$ cat config.mk
export PLATFORM = sky130hd
export DESIGN_NAME = iugf_front
export DESIGN_NICKNAME = d
export VERILOG_FILES = /design/src/rtl/iugf_pkg.sv /design/src/rtl/iugf_front.sv
export SDC_FILE = /design/constraint.sdc
export NUM_CORES = 1
export LEC_CHECK = 0
export ABC_CLOCK_PERIOD_IN_PS = 8000
export CAP_MARGIN = 30
export CORE_MARGIN = 2
export CORE_UTILIZATION = 65
export DETAILED_ROUTE_END_ITERATION = 12
export DONT_BUFFER_PORTS = 1
export HOLD_SLACK_MARGIN = 0.05
export PLACE_DENSITY = 0.78
export RECOVER_POWER = 25
export REMOVE_ABC_BUFFERS = 1
export SLEW_MARGIN = 10
export SYNTH_ARGS = -nofsm -noshare
export SYNTH_HDL_FRONTEND = slang
export SYNTH_SLANG_ARGS = --single-unit
$ cat constraint.sdc
create_clock -name clk -period 8 [get_ports clk]
set_input_delay 1.6 -clock clk [delete_from_list [all_inputs] [get_ports clk]]
set_output_delay 1.6 -clock clk [all_outputs]
set_load 0.02 [all_outputs]
$ cat src/rtl/iugf_pkg.sv
package iugf_pkg;

	localparam int MaxHits = 32;
	localparam int CntW = $clog2(MaxHits + 1);
	localparam int IdxW = $clog2(MaxHits);
	localparam int CoordW = 31;
	localparam int NumW = 7;
	localparam int CfgIdxW = 2;

	localparam logic [CfgIdxW-1:0] RegDocHeight = 2'd0;
	localparam logic [CfgIdxW-1:0] RegPadding = 2'd1;
	localparam logic [CfgIdxW-1:0] RegMinGap = 2'd2;

	typedef enum logic {
		OP_LOAD = 1'b0,
		OP_RUN = 1'b1
	} op_t;

	typedef struct packed {
		logic op;
		logic signed [31:0] hit_start;
		logic signed [31:0] hit_end;
	} in_item_t;

	typedef struct packed {
		logic [CoordW-1:0] gap_start;
		logic [CoordW-1:0] gap_end;
		logic [NumW-1:0] gap_number;
		logic gap_valid;
		logic overflow;
		logic last;
	} out_item_t;

	// normalized command passed from front to back
	typedef struct packed {
		logic run;
		logic keep;
		logic [CoordW-1:0] lo;
		logic [CoordW-1:0] hi;
	} cmd_t;

endpackage

$ cat src/rtl/iugf_front.sv
module iugf_front import iugf_pkg::*; (
	input logic clk,
	input logic arst_n,
	input logic in_valid,
	output logic in_ready,
	input in_item_t in_item,
	input logic [CoordW-1:0] doc_height,
	input logic [CoordW-1:0] padding,
	output logic cmd_valid,
	input logic cmd_ready,
	output cmd_t cmd
);

	logic signed [33:0] a, b, lo, hi, lo_p, hi_p;
	logic [CoordW-1:0] y0, y1;
	logic full_q;
	logic [1:0] cnt_q;
	cmd_t q_q [2];
	logic rd_q, wr_q;
	logic push_c, pop_c;

	// order, pad, clamp
	always_comb begin
		a = 34'(in_item.hit_start);
		b = 34'(in_item.hit_end);
		lo = (a < b) ? a : b;
		hi = (a < b) ? b : a;
		lo_p = lo - 34'($signed({3'b0, padding}));
		hi_p = hi + 34'($signed({3'b0, padding}));
		if (lo_p < 0) y0 = '0;
		else if (lo_p > $signed({3'b0, doc_height})) y0 = doc_height;
		else y0 = lo_p[CoordW-1:0];
		if (hi_p < 0) y1 = '0;
		else if (hi_p > $signed({3'b0, doc_height})) y1 = doc_height;
		else y1 = hi_p[CoordW-1:0];
	end

	// two-entry queue toward the back end
	assign in_ready = (cnt_q != 2'd2);
	assign push_c = in_valid && in_ready;
	assign pop_c = cmd_valid && cmd_ready;
	assign cmd_valid = (cnt_q != 2'd0);
	assign cmd = q_q[rd_q];
	assign full_q = (cnt_q == 2'd2);

	always_ff @(posedge clk or negedge arst_n) begin
		if (!arst_n) begin
			cnt_q <= '0;
			rd_q <= 1'b0;
			wr_q <= 1'b0;
		end else begin
			if (push_c) wr_q <= ~wr_q;
			if (pop_c) rd_q <= ~rd_q;
			cnt_q <= cnt_q + 2'(push_c) - 2'(pop_c);
		end
	end

	always_ff @(posedge clk) begin
		if (push_c) begin
			q_q[wr_q].run <= (in_item.op == OP_RUN);
			q_q[wr_q].keep <= (y1 > y0);
			q_q[wr_q].lo <= y0;
			q_q[wr_q].hi <= y1;
		end
	end

	a_no_push_full: assert property (@(posedge clk) disable iff (!arst_n)
		full_q |-> !push_c) else $error("push into full queue");
	a_cnt_range: assert property (@(posedge clk) disable iff (!arst_n)
		cnt_q != 2'd3) else $error("queue count out of range");
	a_pop_valid: assert property (@(posedge clk) disable iff (!arst_n)
		pop_c |-> cnt_q != 2'd0) else $error("pop from empty queue");

endmodule

==> impl_metrics.yaml, run 1 <==
logic_synthesis:
  synth.avg_cell_area_um2: 9.70
  yosysTopAreaCell: "edfxtp_1"
  synth_area_leaders: "edfxtp_1 30%, ha_1 19%, mux2_2 9.7%"
  ys_ff_latch: 132
  synth_edf_count: 128
  synth-seq-area-share_pct: 31.1
  synth_most_common_cell: "ha_1"
  synthDistinctLibCells: 70
  synthCells: 1309
  netlist_area_um2: 12700
  ys_async_sr_fraction_pct: 3.03
  synthFlopType: "edfxtp_1"
  netlist.area_leader.share_pct: 30.3
  synth_commonest_cells: "189 x ha_1, 128 x edfxtp_1, 115 x inv_1"
  ys_warn_count: 0
global_route:
  gr-usage-all-layers_pct: 110
  gr-total-overflow: 2484
  grt_max_degree: 65
floorplan:
  die_h_um: 144
  ios: 197
  die_w_um: 144
  start_util_pct: 65.7
  rows: 51
clock_network:
  ctsHoldBuffers: 0
  cts_buffers: 17
  htreeDepth: 4
  clkSinkCount: 132
  cts_root_buffer: "clkbuf_16"
  ctsLongestPathBuffers: 2
placement:
  dp_hpwl_um: 28800
  port_buffers: 0
  gp_congestion: 0.962
run_status:
  haltStage: "5_1_grt"
  error_line: "[ERROR GRT-0232] Routing congestion too high. Check the congestion heatmap in the GUI."
  status: "stopped before the end"
-- repair_timing --
item / 4_1_cts
gates cloned: 1
gates resized for setup: 233
pin swaps: 71
setup endpoints to repair: 124
buffers inserted: 126
-- logic make-up after synthesis --
kind of cell	Yosys count	synth area share [%]
compound gates	315	16.3
xor+xnor	55	3.79
buf+inv	150	4.73
simple gates	315	12.2
fa+ha+maj	191	18.9
mux	151	13.0
flops	132	31.1
-- metrics by stage --
stage	instance area, um2	worst slack, ns	setup TNS [ns]	cells	hold slack [ns]
detailed placement	15500	-2.36	-117.70	1886	0.492
global placement	15500	-2.14	-91.44	1886	0.476
CTS	17900	-1.42	-15.52	2038	0.541
floorplan	12500	-6.47	-549.95	1274	0.460
-- layer usage --
metal | overflow | GRT usage [%]
met5 | 13 | 73.2
met2 | 1766 | 143
met1 | 72 | 93.5
met3 | 60 | 85.8
met4 | 573 | 126
==> inputs of run 2 (changes only) <==
--- a/config.mk
+++ b/config.mk
@@ -8,11 +8,10 @@
 export ABC_CLOCK_PERIOD_IN_PS = 8000
 export CAP_MARGIN = 30
 export CORE_MARGIN = 2
-export CORE_UTILIZATION = 65
+export CORE_UTILIZATION = 40
 export DETAILED_ROUTE_END_ITERATION = 12
 export DONT_BUFFER_PORTS = 1
-export HOLD_SLACK_MARGIN = 0.05
-export PLACE_DENSITY = 0.78
+export PLACE_DENSITY_LB_ADDON = 0.15
 export RECOVER_POWER = 25
 export REMOVE_ABC_BUFFERS = 1
 export SLEW_MARGIN = 10
==> run 2 against run 1 <==
- area after synthesis did not move
- the flow now finishes, with violations (capacitance limit, slew limit, setup timing)
- synthesized cell count did not move
==> impl_metrics.yaml, run 2 <==
sta:
  finalClockSkew_ns: 0.00588
  maxSlewViolCount: 65
  setup_tns_ns: -20.61
  period_share_pct: 118
  finalHoldViolations: 0
  rsz0062_at_grt: "yes"
  worst_pin_slew_ns: 3.86
  setup_violations: 72
  setup_slack_ns: -1.42
  relSlewSlack_pct: -157
  max_freq_mhz: 106
  min_period_ns: 9.42
routing:
  drtIter0Drc: 488
  wl_um: 39900
  drcViolationCount: 0
  ant_nets: 0
  wl_per_cell_um: 18.4
  first_pass_iters: 5
  via_count: 11300
  vias_per_cell: 5.22
setup_path:
  crit_required_ns: 8.17
  path_common_cell: "buf_6"
  r2r_slack_ns: 3.92
  startpoint_type: "input port"
  cp_data_arrival_time_ns: 9.59
  r2r_start: "cnt_q[0]$_DFF_PN0_"
  critPathKind: "in -> reg"
  r2r_end: "q_q[1][63]$_DFFE_PP_"
  end_kind: "register"
  startpoint: "in_item[10]"
  reg2regPathDepth: 3
  max_stage_delay_ns: 0.42
  slowest_stage: "a2111o_1"
  crit_fanout: 7
power:
  seq_power_share_pct: 20.1
  clkPwrFrac_pct: 14.0
  power_mw: 5.40
  leakagePower_nw: 8.40
  powerDensity_nw_per_um2: 288
  peakVddDrop_v: 0.000227
  p_switching_mw: 2.09
  swShare_pct: 38.6
  pwr-share-comb_pct: 65.9
  p_int_mw: 3.31
logic_synthesis:
  synth_edf_count: 128
  ys_warn_count: 0
  ys_async_sr_fraction_pct: 3.03
  synthFlopType: "edfxtp_1"
  yosysTopAreaCell: "edfxtp_1"
  synth_commonest_cells: "189 x ha_1, 128 x edfxtp_1, 115 x inv_1"
  synth.avg_cell_area_um2: 9.70
  synth-seq-area-share_pct: 31.1
  synthDistinctLibCells: 70
  synthCells: 1309
  netlist_area_um2: 12700
  synth_most_common_cell: "ha_1"
  synth_area_leaders: "edfxtp_1 30%, ha_1 19%, mux2_2 9.7%"
  ys_ff_latch: 132
  netlist.area_leader.share_pct: 30.3
floorplan:
  start_util_pct: 40.4
  core_area_um2: 31400
  die_h_um: 182
  die_w_um: 182
  design.die.area_um2: 33200
  rows: 65
  ios: 197
clock_network:
  ctsHoldBuffers: 0
  cts_root_buffer: "clkbuf_16"
  clkSinkCount: 132
  cts_tree: "done"
  cts_buffers: 17
  clk_pin_slew_worst_paths_ns: 0.06
  htreeDepth: 4
  ctsLongestPathBuffers: 2
  clock_latency_ns: 0.41
placement:
  dp_hpwl_um: 30800
  gp_congestion: 0.928
  pre_cts_ws_ns: -2.67
  port_buffers: 0
finish:
  drive_gt1_share_pct: 43.2
  largest_reg_flops: 128
  final_common_cell: "buf_4"
  area_growth_pct: 47.5
  layout_common_cells: "362 x buf_4, 168 x ha_1, 128 x edfxtp_1, 104 x inv_1, 94 x mux2_2"
  reg_top3: "q_q: 128 flops, cnt_q: 2 flops"
  fillers: 2639
  top_register: "q_q"
  final_nets: 2074
run_status:
  violations: "capacitance limit, slew limit, setup timing"
  status: "finished with violations"
worst_hold_path:
  holdCritStartpoint: "cnt_q[1]$_DFF_PN0_"
  whs_endpoint: "cnt_q[1]$_DFF_PN0_"
  hold_depth: 1
  hold_path.class: "reg -> reg"
global_route:
  grt_pass1_wl_um: 61300
  grt_pass1_vias: 11700
  gr-usage-all-layers_pct: 23.5
  antenna_found_initial: 1
  gr-total-overflow: 0
  grt_max_degree: 66
job:
  cap_viol_max_count: 1
## run 2: cell counts after synthesis
No cell type changed its count.
## run 2: logic make-up after synthesis
family	share of synthesized area, %
AOI/OAI and AO/OA	16.3
and+or+nand+nor	12.2
adders and majority gates	18.9
muxes	13.0
buffers and inverters	4.73
DFF	31.1
xor gates and xnor gates	3.79
## run 2: worst max-delay path by stage
stage	endpoint	slack, ns	depth (start not counted)
after global placement	q_q[0][62]$_DFFE_PP_	-2.56	43
after CTS	q_q[1][62]$_DFFE_PP_	-1.36	43
after floorplan	q_q[0][62]$_DFFE_PP_	-6.47	39
after global routing	q_q[1][62]$_DFFE_PP_	-1.89	43
after detailed placement	q_q[0][62]$_DFFE_PP_	-2.67	43
final	q_q[1][28]$_DFFE_PP_	-1.42	48
## run 2: power by group through the flow
| stage | clock network, mW | registers [mW] | logic [mW] |
|---|---|---|---|
| after floorplan | 0 | 1.13 | 1.68 |
| after global placement | 0 | 1.08 | 2.81 |
| after detailed placement | 0 | 1.09 | 2.83 |
| after CTS | 0.767 | 1.08 | 3.33 |
| after global routing | 0.796 | 1.11 | 3.83 |
| final | 0.756 | 1.09 | 3.55 |
## run 2: what timing repair did
action                                  in CTS  in global routing
endpoints found under the setup margin     126                126
pin swaps                                   75                 47
cloned                                       6                  0
setup buffers                               97                 23
resized for setup                          216                128
## run 2: critical path, delay by kind of cell
family                   cells  cell delay (ns)
AO/OA/AOI/OAI               15             2.94
XOR/XNOR                     1             0.17
adder cells (fa/ha/maj)      4             1.13
buffers and inverters       22             2.57
multiplexers                 3             0.87
AND/OR/NAND/NOR              3             0.24
## run 2: area by class of cell
class                      count  area, um2  share of cell area, %
inverter                     115        478                   2.55
clock inverter                14        154                  0.822
timing repair buffer         459       4000                   21.3
multi-input combinational   1027       9220                   49.2
clock buffer                  18        429                   2.29
sequential                   132       3950                   21.1
tap                          402        503                   2.69
antenna                        1       2.50                 0.0134
## run 2: routing by layer
layer	vias up	part of all wire, %	GRT usage (%)
met5	-	0	0
met4	0	1.7	6.26
met3	34	4.2	3.75
met2	227	48	40.4
met1	5335	46	30.8
li1	5712	-	-
## run 2: per-stage QoR
| step | area [um2] | std cells | hold WS [ns] | utilization [%] |
|---|---|---|---|---|
| after CTS | 18000 | 2151 | 0.499 | 57.4 |
| after global routing | 18700 | 2168 | 0.529 | 59.7 |
| after floorplan | 12500 | 1274 | 0.460 | - |
| after detailed placement | 15800 | 2028 | 0.488 | 50.2 |
| final | 18700 | 2168 | 0.493 | 59.7 |
| after global placement | 15800 | 2028 | 0.479 | 50.2 |
Power figures use the tool's default switching activity.
